File: config.mk
export PLATFORM = sky130hd
export DESIGN_NAME = can_rx_mailbox_table_top
export DESIGN_NICKNAME = d
export VERILOG_FILES = /design/src/rtl/core/cmt_pkg.sv /design/src/rtl/core/cmt_cell.sv /design/src/rtl/core/can_rx_mailbox_table_top.sv
export SDC_FILE = /design/constraint.sdc
export NUM_CORES = 2
export LEC_CHECK = 0
export ABC_AREA = 1
export BUFFER_PORTS_ARGS = -buffer_cell sky130_fd_sc_hd__buf_2
export CORE_ASPECT_RATIO = 0.7
export CORE_UTILIZATION = 38
export DETAILED_ROUTE_END_ITERATION = 8
export GPL_TIMING_DRIVEN = 1
export MAX_ROUTING_LAYER = met4
export REMOVE_ABC_BUFFERS = 1
export SETUP_SLACK_MARGIN = 0.2
export SYNTH_ARGS = -nofsm -noshare
export SYNTH_HDL_FRONTEND = slang
export SYNTH_SLANG_ARGS = --single-unit
File: constraint.sdc
create_clock -name i_clk -period 7.4 [get_ports i_clk]
set_clock_uncertainty 0.1 [all_clocks]
set_input_delay 1.11 -clock i_clk [delete_from_list [all_inputs] [get_ports i_clk]]
set_output_delay 1.11 -clock i_clk [all_outputs]
set_load 0.03 [all_outputs]
File: src/rtl/core/cmt_pkg.sv
// Shared types, sizes and helpers for the CAN receive mailbox table.
package cmt_pkg;

    localparam int MAILBOXES      = 16;
    localparam int STANDARD_SLOTS = 8;
    localparam int STD_END        = (STANDARD_SLOTS < MAILBOXES) ? STANDARD_SLOTS : MAILBOXES;

    localparam int FUNC_W     = 3;
    localparam int ID_W       = 29;
    localparam int SLOT_W     = 6;
    localparam int SLOT_OUT_W = 7;
    localparam int DLC_W      = 4;
    localparam int DATA_W     = 64;
    localparam int MAX_LEN    = 8;

    typedef enum logic [FUNC_W-1:0] {
        FN_ADD    = 3'd0,
        FN_REMOVE = 3'd1,
        FN_RECV   = 3'd2,
        FN_READ   = 3'd3,
        FN_CHECK  = 3'd4
    } t_func;

    typedef enum logic [1:0] {
        ST_IDLE,
        ST_MATCH,
        ST_COMMIT,
        ST_OUT
    } t_state;

    typedef struct packed {
        t_func                func;
        logic [ID_W-1:0]      ident;
        logic                 ext;
        logic                 rtr;
        logic [SLOT_W-1:0]    slot;
        logic [DLC_W-1:0]     len;
        logic [DATA_W-1:0]    payload;
    } t_cmd;

    typedef struct packed {
        logic match_en;
        logic commit_en;
        logic hint_any;
    } t_ctl;

    typedef struct packed {
        logic                  taken;
        logic [SLOT_OUT_W-1:0] idx;
        logic                  en;
        logic                  nw;
        logic [ID_W-1:0]       ident;
        logic [DLC_W-1:0]      dlc;
        logic [DATA_W-1:0]     data;
    } t_link;

    function automatic logic [DATA_W-1:0] len_mask(input logic [DLC_W-1:0] len);
        logic [DATA_W-1:0] m;
        for (int b = 0; b < MAX_LEN; b++) begin
            m[b*8 +: 8] = (DLC_W'(b) < len) ? 8'hFF : 8'h00;
        end
        return m;
    endfunction

endpackage

File: src/rtl/core/cmt_cell.sv
// One mailbox slot: stored frame state, local match flags and a link to its neighbor.
module cmt_cell (
    input  logic                            i_clk,
    input  logic                            i_rst_n,
    input  cmt_pkg::t_cmd                   i_cmd,
    input  cmt_pkg::t_ctl                   i_ctl,
    input  logic [cmt_pkg::SLOT_OUT_W-1:0]  i_index,
    input  cmt_pkg::t_link                  i_link,
    output cmt_pkg::t_link                  o_link,
    output logic                            o_hint
);
    import cmt_pkg::*;

    logic [ID_W-1:0]   r_ident;
    logic              r_en;
    logic              r_new;
    logic              r_rtr;
    logic              r_ext;
    logic [DLC_W-1:0]  r_dlc;
    logic [DATA_W-1:0] r_data;
    logic              r_free;
    logic              r_scan;
    logic              r_hint;

    logic w_in_half;
    logic w_at_slot;
    logic w_free;
    logic w_scan;
    logic w_sel;

    always_comb begin
        w_in_half = i_cmd.ext ? (i_index >= SLOT_OUT_W'(STD_END))
                              : (i_index <  SLOT_OUT_W'(STD_END));
        w_at_slot = (i_index == {1'b0, i_cmd.slot});
        w_free    = w_in_half && !r_en;
        w_scan    = w_in_half && (r_ident == i_cmd.ident) && (r_rtr == i_cmd.rtr);
        o_hint    = w_at_slot && (r_ident == i_cmd.ident) && (r_ext == i_cmd.ext)
                    && (r_rtr == i_cmd.rtr);
    end

    always_comb begin
        unique case (i_cmd.func)
            FN_ADD:    w_sel = r_free && !i_link.taken;
            FN_RECV:   w_sel = i_ctl.hint_any ? r_hint : (r_scan && !i_link.taken);
            FN_REMOVE: w_sel = w_at_slot;
            FN_READ:   w_sel = w_at_slot;
            FN_CHECK:  w_sel = w_at_slot;
            default:   w_sel = 1'b0;
        endcase
    end

    always_comb begin
        o_link.taken = i_link.taken | w_sel;
        o_link.idx   = i_link.idx   | (w_sel ? i_index : '0);
        o_link.en    = i_link.en    | (w_sel & r_en);
        o_link.nw    = i_link.nw    | (w_sel & r_new);
        o_link.ident = i_link.ident | (w_sel ? r_ident : '0);
        o_link.dlc   = i_link.dlc   | (w_sel ? r_dlc : '0);
        o_link.data  = i_link.data  | (w_sel ? r_data : '0);
    end

    always_ff @(posedge i_clk) begin
        if (!i_rst_n) begin
            r_ident <= '0;
            r_en    <= 1'b0;
            r_new   <= 1'b0;
            r_rtr   <= 1'b0;
            r_ext   <= 1'b0;
            r_dlc   <= '0;
            r_data  <= '0;
            r_free  <= 1'b0;
            r_scan  <= 1'b0;
            r_hint  <= 1'b0;
        end else begin
            if (i_ctl.match_en) begin
                r_free <= w_free;
                r_scan <= w_scan;
                r_hint <= o_hint;
            end
            if (i_ctl.commit_en && w_sel) begin
                unique case (i_cmd.func)
                    FN_ADD: begin
                        r_ident <= i_cmd.ident;
                        r_en    <= 1'b1;
                        r_rtr   <= i_cmd.rtr;
                        r_ext   <= i_cmd.ext;
                    end
                    FN_REMOVE: begin
                        r_en <= 1'b0;
                    end
                    FN_RECV: begin
                        r_dlc  <= i_cmd.len;
                        r_data <= i_cmd.payload & len_mask(i_cmd.len);
                        if (r_en) begin
                            r_new <= 1'b1;
                        end
                    end
                    FN_READ: begin
                        if (r_en) begin
                            r_new <= 1'b0;
                        end
                    end
                    default: begin
                    end
                endcase
            end
        end
    end

endmodule

File: src/rtl/core/can_rx_mailbox_table_top.sv
// Top level of the CAN receive mailbox table: command register, control sequencer, slot row.
// Sequence: an item passes the match and commit states to the output state, valid until it
// transfers. The sequencer holds one item at a time, stalling input until that transfer, while
// every slot cell compares in parallel and the neighbor link resolves.
// Reset: synchronous active low; all slots are cleared and disabled, the sequencer goes idle.
module can_rx_mailbox_table_top (
    input  logic                              i_clk,
    input  logic                              i_rst_n,
    input  logic                              i_valid,
    output logic                              o_stall,
    input  logic [cmt_pkg::FUNC_W-1:0]        i_func,
    input  logic [cmt_pkg::ID_W-1:0]          i_ident,
    input  logic                              i_extended,
    input  logic                              i_remote,
    input  logic [cmt_pkg::SLOT_W-1:0]        i_slot,
    input  logic [cmt_pkg::DLC_W-1:0]         i_dlc,
    input  logic [cmt_pkg::DATA_W-1:0]        i_payload,
    output logic                              o_valid,
    input  logic                              i_stall,
    output logic                              o_status,
    output logic [cmt_pkg::SLOT_OUT_W-1:0]    o_slot_out,
    output logic                              o_hit,
    output logic [cmt_pkg::ID_W-1:0]          o_ident_out,
    output logic [cmt_pkg::DLC_W-1:0]         o_dlc_out,
    output logic [cmt_pkg::DATA_W-1:0]        o_payload_out
);
    import cmt_pkg::*;

    t_state r_state;
    t_state n_state;
    t_cmd   r_cmd;
    logic   r_hint_any;
    t_ctl   w_ctl;

    logic                  r_status;
    logic [SLOT_OUT_W-1:0] r_slot_out;
    logic                  r_hit;
    logic [ID_W-1:0]       r_ident_out;
    logic [DLC_W-1:0]      r_dlc_out;
    logic [DATA_W-1:0]     r_payload_out;

    logic                  n_status;
    logic [SLOT_OUT_W-1:0] n_slot_out;
    logic                  n_hit;
    logic [ID_W-1:0]       n_ident_out;
    logic [DLC_W-1:0]      n_dlc_out;
    logic [DATA_W-1:0]     n_payload_out;

    t_link            w_link [MAILBOXES+1];
    logic [MAILBOXES-1:0] w_hint;
    logic             w_accept;
    logic [DLC_W-1:0] w_len;
    logic             w_ok;
    t_link            w_end;

    assign w_link[0] = '0;
    assign w_end     = w_link[MAILBOXES];

    for (genvar g = 0; g < MAILBOXES; g++) begin : g_cell
        cmt_cell u_cell (
            .i_clk   (i_clk),
            .i_rst_n (i_rst_n),
            .i_cmd   (r_cmd),
            .i_ctl   (w_ctl),
            .i_index (SLOT_OUT_W'(g)),
            .i_link  (w_link[g]),
            .o_link  (w_link[g+1]),
            .o_hint  (w_hint[g])
        );
    end

    always_comb begin
        unique case (r_state)
            ST_IDLE:   n_state = i_valid ? ST_MATCH : ST_IDLE;
            ST_MATCH:  n_state = ST_COMMIT;
            ST_COMMIT: n_state = ST_OUT;
            ST_OUT:    n_state = i_stall ? ST_OUT : ST_IDLE;
            default:   n_state = ST_IDLE;
        endcase
    end

    always_comb begin
        o_stall         = (r_state != ST_IDLE);
        o_valid         = (r_state == ST_OUT);
        w_ctl.match_en  = (r_state == ST_MATCH);
        w_ctl.commit_en = (r_state == ST_COMMIT);
        w_ctl.hint_any  = r_hint_any;
    end

    assign w_accept = i_valid && !o_stall;
    assign w_len    = (i_dlc > DLC_W'(MAX_LEN)) ? DLC_W'(MAX_LEN) : i_dlc;
    assign w_ok     = w_end.taken && w_end.en && w_end.nw;

    always_comb begin
        n_status      = 1'b1;
        n_slot_out    = '0;
        n_hit         = 1'b0;
        n_ident_out   = '0;
        n_dlc_out     = '0;
        n_payload_out = '0;
        unique case (r_cmd.func)
            FN_ADD: begin
                if (w_end.taken) begin
                    n_status   = 1'b0;
                    n_slot_out = w_end.idx;
                end else begin
                    n_slot_out = r_cmd.ext ? SLOT_OUT_W'(MAILBOXES) : SLOT_OUT_W'(STD_END);
                end
            end
            FN_REMOVE: begin
                n_status   = 1'b0;
                n_slot_out = {1'b0, r_cmd.slot};
            end
            FN_RECV: begin
                if (w_end.taken) begin
                    n_status   = 1'b0;
                    n_slot_out = w_end.idx;
                    n_hit      = w_end.en;
                end
            end
            FN_READ: begin
                n_slot_out = {1'b0, r_cmd.slot};
                n_status   = !w_ok;
                n_hit      = w_ok;
                if (w_ok) begin
                    n_ident_out   = w_end.ident;
                    n_dlc_out     = w_end.dlc;
                    n_payload_out = w_end.data & len_mask(w_end.dlc);
                end
            end
            FN_CHECK: begin
                n_slot_out = {1'b0, r_cmd.slot};
                n_status   = !w_ok;
                n_hit      = w_ok;
            end
            default: begin
            end
        endcase
    end

    always_ff @(posedge i_clk) begin
        if (!i_rst_n) begin
            r_state    <= ST_IDLE;
            r_hint_any <= 1'b0;
        end else begin
            r_state <= n_state;
            if (w_ctl.match_en) begin
                r_hint_any <= |w_hint;
            end
        end
    end

    always_ff @(posedge i_clk) begin
        if (w_accept) begin
            r_cmd.func    <= t_func'(i_func);
            r_cmd.ident   <= i_ident;
            r_cmd.ext     <= i_extended;
            r_cmd.rtr     <= i_remote;
            r_cmd.slot    <= i_slot;
            r_cmd.len     <= w_len;
            r_cmd.payload <= i_payload;
        end
        if (w_ctl.commit_en) begin
            r_status      <= n_status;
            r_slot_out    <= n_slot_out;
            r_hit         <= n_hit;
            r_ident_out   <= n_ident_out;
            r_dlc_out     <= n_dlc_out;
            r_payload_out <= n_payload_out;
        end
    end

    assign o_status      = r_status;
    assign o_slot_out    = r_slot_out;
    assign o_hit         = r_hit;
    assign o_ident_out   = r_ident_out;
    assign o_dlc_out     = r_dlc_out;
    assign o_payload_out = r_payload_out;

endmodule
Word level (Yosys, flattened, before mapping)
Cells that the tools add are included.
{"block": "totals", "output_inout_bits": 108, "elab_cells": 858, "input_bits": 112, "reg_bits": 1881}
{"block": "op_classes", "n_lt_le_gt_ge": 17, "eq_ne": 102, "n_reduce_logical": 253, "bitwise_logic": 138, "muxes": 173}
{"op": "$mux W64", "n": 16}
{"op": "$or A64 B64 Y64", "n": 15}
{"op": "$eq A29 B29 Y1", "n": 16}
{"op": "$mux W29", "n": 16}
{"op": "$or A29 B29 Y29", "n": 15}
{"op": "$logic_and A1 B1 Y1", "n": 145}
{"op": "$and A64 B64 Y64", "n": 2}
{"op": "$mux W8", "n": 16}
{"op": "$reduce_and A2 Y1", "n": 49}
{"op": "$mux W4", "n": 24}
{"op": "$or A7 B7 Y7", "n": 13}
{"op": "$ne A2 B1 Y1 const B", "n": 32}
{"op": "$reduce_and A4 Y1", "n": 16}
{"op": "$or A4 B4 Y4", "n": 15}
{"op": "$mux W1", "n": 54}
{"op": "$pmux W1 S3", "n": 17}
{"op": "$eq A4 B6 Y1 const A", "n": 8}
{"op": "$or A1 B1 Y1", "n": 45}
{"op": "$pmux W1 S2", "n": 18}
{"op": "$logic_not A1 Y1", "n": 33}
{"op": "$and A1 B1 Y1", "n": 32}
{"op": "$eq A1 B1 Y1", "n": 32}
{"op": "$lt A3 B4 Y1 const A", "n": 8}
{"op": "$eq A3 B6 Y1 const A", "n": 4}
{"op": "other kinds (24)", "n": 42}

Logic depth before layout (Yosys ltp)
{"block": "logic_depth", "ltp_word": 83, "depth_mapped": 60, "ltp_nobuf": 59}

Hierarchy
A second synthesis with hierarchy kept.
{"block": "hier_totals", "cells_unflattened": 16534, "hier_area_um2": 106997.6}
{"mod": "cmt_cell", "cells_each": 1001, "seq_area_each_um2": 2082.0, "instances": 16, "area_each_um2": 6198.4}
{"mod": "can_rx_mailbox_table_top", "cells_each": 518, "seq_area_each_um2": 6486.2, "instances": 1, "area_each_um2": 7822.5}

Least setup slack after synthesis
No wires, ideal clock.
{"block": "synth_timing", "kind": "register to register", "from": "register r_state[1]", "to": "register g_cell[4].u_cell.r_data[59]", "period_less_slack_ns": 7.749, "path_buffers": 3, "arrival_time_ns": 7.579, "required_ns": 7.230, "path_stages_with_launch": 12, "slack_ns": -0.349, "setup_time_ns": 0.070, "path_cell_list": "dfxtp_1 > inv_1 > nor2_1 > inv_1 > clkbuf_1 > nor2_1 > nand2_1 > inv_1 > clkbuf_1 > clkbuf_1 > nand2_1 > a21oi_1"}
{"block": "synth_between", "elab_chain_cells": 3}
{"item": "start, declared", "line_no": "can_rx_mailbox_table_top.sv:29", "rtl": "t_state r_state;"}
{"item": "start signal, assigned", "line_no": "can_rx_mailbox_table_top.sv:146", "rtl": "r_state <= n_state;"}
{"item": "$eq A2 B2 Y1", "line_no": "can_rx_mailbox_table_top.sv:86", "rtl": "w_ctl.commit_en = (r_state == ST_COMMIT);"}
{"item": "$logic_and A1 B1 Y1", "line_no": "cmt_cell.sv:80", "rtl": "if (i_ctl.commit_en && w_sel) begin"}
{"item": "$reduce_and A2 Y1 (no line)"}
{"item": "end signal, assigned", "line_no": "cmt_cell.sv:93", "rtl": "r_data <= i_cmd.payload & len_mask(i_cmd.len);"}
{"item": "end, declared", "line_no": "cmt_cell.sv:20", "rtl": "logic [DATA_W-1:0] r_data;"}
Every way passes these cells.
A chain may end at the register's enable or synchronous reset.

Final worst setup path
{"block": "layout_timing", "from": "register r_cmd[105] (netlist bit)", "to": "register r_slot_out[3] (netlist: o_slot_out[3]) (data pin)"}
{"block": "layout_between", "elab_chain_cells": 81, "word_cells_on_any_way": 116, "cone_classes": "eq/ne: 4; mux: 42; bitwise: 23; reduce/logical: 47"}
{"item": "start, declared", "line_no": "can_rx_mailbox_table_top.sv:31", "rtl": "t_cmd r_cmd;"}
{"item": "$eq A3 B1 Y1 (tied with other cells)", "line_no": "cmt_cell.sv:42, can_rx_mailbox_table_top.sv:101"}
{"item": "$reduce_or A3 Y1 (no line)"}
{"item": "$pmux W1 S3", "line_no": "cmt_cell.sv:42", "rtl": "unique case (i_cmd.func)"}
{"item": "$logic_not A1 Y1", "line_no": "cmt_cell.sv:43, cmt_cell.sv:44"}
{"item": "$logic_and A1 B1 Y1", "line_no": "cmt_cell.sv:44", "rtl": "FN_RECV: w_sel = i_ctl.hint_any ? r_hint : (r_scan && !i_link.taken);"}
{"item": "$mux W1", "line_no": "cmt_cell.sv:44"}
{"item": "$pmux W1 S3", "line_no": "cmt_cell.sv:42"}
{"item": "$or A1 B1 Y1", "line_no": "cmt_cell.sv:53", "rtl": "o_link.taken = i_link.taken | w_sel;"}
{"item": "[66 not listed]"}
{"item": "$logic_and A1 B1 Y1", "line_no": "cmt_cell.sv:44"}
{"item": "$mux W1", "line_no": "cmt_cell.sv:44"}
{"item": "$pmux W1 S3", "line_no": "cmt_cell.sv:42"}
{"item": "$mux W4", "line_no": "cmt_cell.sv:54", "rtl": "o_link.idx = i_link.idx | (w_sel ? i_index : '0);"}
{"item": "$or A7 B7 Y7", "line_no": "cmt_cell.sv:54"}
{"item": "$mux W7, on equally long branches", "line_no": "can_rx_mailbox_table_top.sv:115, can_rx_mailbox_table_top.sv:103"}
{"item": "$pmux W7 S3 *", "line_no": "can_rx_mailbox_table_top.sv:101", "rtl": "unique case (r_cmd.func)"}
{"item": "net n_slot_out[3]", "line_no": "can_rx_mailbox_table_top.sv:43", "rtl": "logic [SLOT_OUT_W-1:0] n_slot_out;"}
{"item": "end signal, assigned", "line_no": "can_rx_mailbox_table_top.sv:165", "rtl": "r_slot_out <= n_slot_out;"}
{"item": "end, declared", "line_no": "can_rx_mailbox_table_top.sv:36", "rtl": "logic [SLOT_OUT_W-1:0] r_slot_out;"}
Mark *: on every way through the listed nets, which the timed path passes. The rest lies on a longest branch.

==> metrics.md <==
| Metric | Value |
|---|---|
| Syn. warnings | `0` |
| Sequential area share after synthesis | `0.492` |
| Post-route minimum period | `6.58 ns` |
| First-pass GRT wire length | `483 mm` |
| Hold violation count in the final report | `0` |
| Pleak | `31.0 nW` |
| Slew Viols, Final | `0` |
| Clk pwr share | `0.455` |
| RePlAce Congestion | `0.925` |
| Layout area overhead | `12.6%` |
| Mapped Cells | `10.3k` |
| Chip Height | `388 µm` |
| Avg WL per Cell | `25.8 µm` |
| HPWL Detailed | `201 mm` |
| Synthesized area | `80,800 µm²` |
| Rows | `141` |
| Rel. slew slack | `0.0655` |
| Via density per instance | `5.96` |
| Initial cell density of the core | `0.383` |
| Met1 Track Usage GR | `0.453` |
| Path category of the worst min-delay check | `input pin to flip-flop` |
| Gr usage total | `0.308` |
| Worst Hold Slack | `0.311 ns` |
| Most frequent cell on the critical path | `nand2_1` |
| Vias in the first global route | `70.0k` |
| DRC | `0` |
| WS Path Type | `flip-flop to flip-flop` |
| Most used routing layer | `met1` |
| Largest net degree at the start of global routing | `219` |
| CP max-delay cell | `edfxtp_1` |
| Outcome | `completed` |
| CTS tree | `yes` |
| Primary FF master, synth | `dfxtp_1` |
| Max Cap Viol | `0` |
| Ys async rst share | `0` |
| Layout net count | `10.1k` |
| CP Launch Type | `flip-flop` |
| Netlist cell types | `59` |
| Slew at the pin closest to its max-slew limit | `1.39 ns` |
| IO Pins | `220` |
| RSZ-0062 raised after global routing | `yes` |
| P per Cell Area | `245 nW/µm²` |
| Synth top area share | `0.413` |
| Part of the power in combinational logic | `0.072` |
| H-tree depth | `4` |
| DR iter-0 viols | `11.5k` |
| Hold Buf Count CTS | `0` |
| CP peak stage delay | `0.45 ns` |
| Layout cells sized above 1 | `0.0900` |
| First-pass DRT Iterations | `6` |
| Area leader, netlist | `dfxtp_1` |
| Max Freq | `0.152 GHz` |
| EDFF count, synth | `213` |
| Top cells by area, synth | `dfxtp_1, a21oi_1, nand2_1, edfxtp_1, o21ai_0` |
| Routed Antenna Nets | `0` |
| Cell internal pwr | `16.5 mW` |
| Via count | `77.2k` |
| Total negative setup slack | `0 ns` |
| VDD IR-drop max | `0.210 mV` |
| Routing usage on met3 | `0.0649` |
| Worst path required time | `7.85 ns` |
| Clk slew on worst S/H paths | `0.06 ns` |
| CTS sink count | `1,880` |
| M2 GR Usage | `0.414` |
| Port Buf Inserts | `218` |
| Max FO, Critical Path | `16` |
| Die area | `214,000 µm²` |
| Sw Ratio | `0.257` |
| CP top delay family | `simple AND/OR/NAND/NOR gates` |
| Worst setup EP type | `flip-flop` |
| Cts bufs inserted | `196` |
| Core area | `211,000 µm²` |
| P_sw | `5.73 mW` |
| WL final | `334 mm` |
| Gr ovfl total | `0` |
| Crit share post-route | `0.889` |
| Register bit total from synthesis | `1,880` |
| Initial antenna violation count | `7` |
| CTS max path bufs | `4` |
| Flop pwr share | `0.472` |
| Avg Inst Size Synth | `7.87 µm²` |
| WP buf/inv | `8` |
| Die width | `553 µm` |
| Crit path DAT | `7.03 ns` |
| Final setup vio count | `0` |
| CTS root buf | `clkbuf_16` |
| Clock latency on the worst-skew pair | `0.85 ns` |
## flip-flops by register name (all words and copies together) (netlist names), 29 cells and up
register,flops
o_payload_out,64
r_cmd,108
g_cell.u_cell.r_ident,464
o_ident_out,29
g_cell.u_cell.r_data,1024
g_cell.u_cell.r_dlc,64
## per-stage QoR
stage | setup WS (ns) | total power, mW | std cells | util | cell area [µm²]
after floorplan | -12.93 | 11.5 | 9338 | - | 77100
after global placement | 0.335 | 12.3 | 12574 | 0.399 | 84100
after detailed placement | 0.346 | 12.3 | 12574 | 0.399 | 84100
after CTS | 0.284 | 22.3 | 12927 | 0.429 | 90600
after global routing | 0.186 | 22.8 | 12948 | 0.431 | 90900
final | 0.821 | 22.3 | 12950 | 0.431 | 90900
## power by group through the flow
stage	Combinational (mW)	Clock [mW]	Sequential, mW
floorplan	0.628	0	10.9
global placement	1.54	0	10.7
detailed placement	1.55	0	10.7
CTS	1.55	10.2	10.5
global route	1.68	10.6	10.5
finish	1.61	10.1	10.5
## logic make-up after synthesis
| group | Yosys count | share of synthesized area |
|---|---|---|
| buffers and inverters | 1676 | 0.0809 |
| and+or+nand+nor | 2881 | 0.151 |
| DFF | 1880 | 0.492 |
| xor gates and xnor gates | 309 | 0.0335 |
| other | 1 | 0.0000464 |
| AOI/OAI and AO/OA | 3509 | 0.242 |
## Yosys cell counts, types with 6 or more instances
master and count:
buf_4 25, o21ai_1 31, buf_2 53, nor3_1 38, inv_2 32, nand4_1 141
o21ai_0 1103, buf_6 7, a21oi_1 1743, xor2_1 91, o211ai_1 49, edfxtp_1 213
xnor2_1 218, o2111ai_1 96, a2111oi_0 16, nand2_2 22, dfxtp_1 1667, nor4_1 39
inv_1 706, buf_1 54, o221ai_1 44, a31oi_1 16, or4_1 6, nor2_1 332
a211oi_1 30, nand2_1 1831, a22oi_1 70, nand3_1 430, a221oi_1 234, nand2_4 9
nor2_2 12, clkinv_1 17, o22ai_1 59, clkbuf_1 776
## layer usage
metal	share of wire	up-vias
li1	-	34600
met1	0.44	37007
met2	0.40	4900
met3	0.13	677
met4	0.033	0
met5	0	-
## worst reg2reg max path, delay by kind of cell, from the launching register on
kind	cells	cell delay [ns]
compound gates	1	0.06
buf+inv	8	1.02
simple gates	46	4.71
flops	1	0.45
## cells in the final DEF (no fill, tap or decap), types with 21 or more instances in the layout
master and n:
nor2_1 319, nand3_1 428, nand2_4 22, o211ai_1 49, inv_1 698, a211oi_1 30, buf_2 217, nor4_1 35
a22oi_1 70, clkbuf_8 37, xnor2_1 218, xor2_1 91, nand2_1 1814, clkinv_1 21, buf_4 203, edfxtp_1 213
o2111ai_1 96, inv_2 32, nand2_2 25, clkbuf_1 41, a221oi_1 234, o21ai_1 29, o221ai_1 44, clkbuf_16 210
dfxtp_1 1667, buf_12 39, nor3_1 38, o22ai_1 59, nand4_1 141, clkinv_2 43, o21ai_0 1103, a21oi_1 1743
## final cells by class
cell class,count,area [µm²]
Timing Repair Buffer,468,3570
Tap cell,2788,3490
Clock inverter,68,603
Antenna cell,3,7.51
Fill cell,20829,120000
Clock buffer,285,5840
Sequential cell,1880,39800
Inverter,758,2890
Multi-Input combinational cell,6700,34700
## final timing paths
path                                                      startpoint                                   end  slack (ns)  cells after the start
worst max-delay path                            r_cmd[105]$_DFFE_PP_               o_slot_out[3]$_DFFE_PP_        0.82                     55
worst min-delay path                                   i_payload[49]                   r_cmd[49]$_DFFE_PP_        0.31                      1
worst max register to register                  r_cmd[105]$_DFFE_PP_               o_slot_out[3]$_DFFE_PP_        0.82                     55
worst min register to register  g_cell[11].u_cell.r_new$_SDFFE_PN0P_  g_cell[11].u_cell.r_new$_SDFFE_PN0P_        0.35                      2
## what timing repair did
action	4_1_cts	5_1_grt
gates resized for setup	0	15
setup buffers	0	17
setup endpoints to repair	0	398
Note: power is estimated with default switching activity, not from simulation.
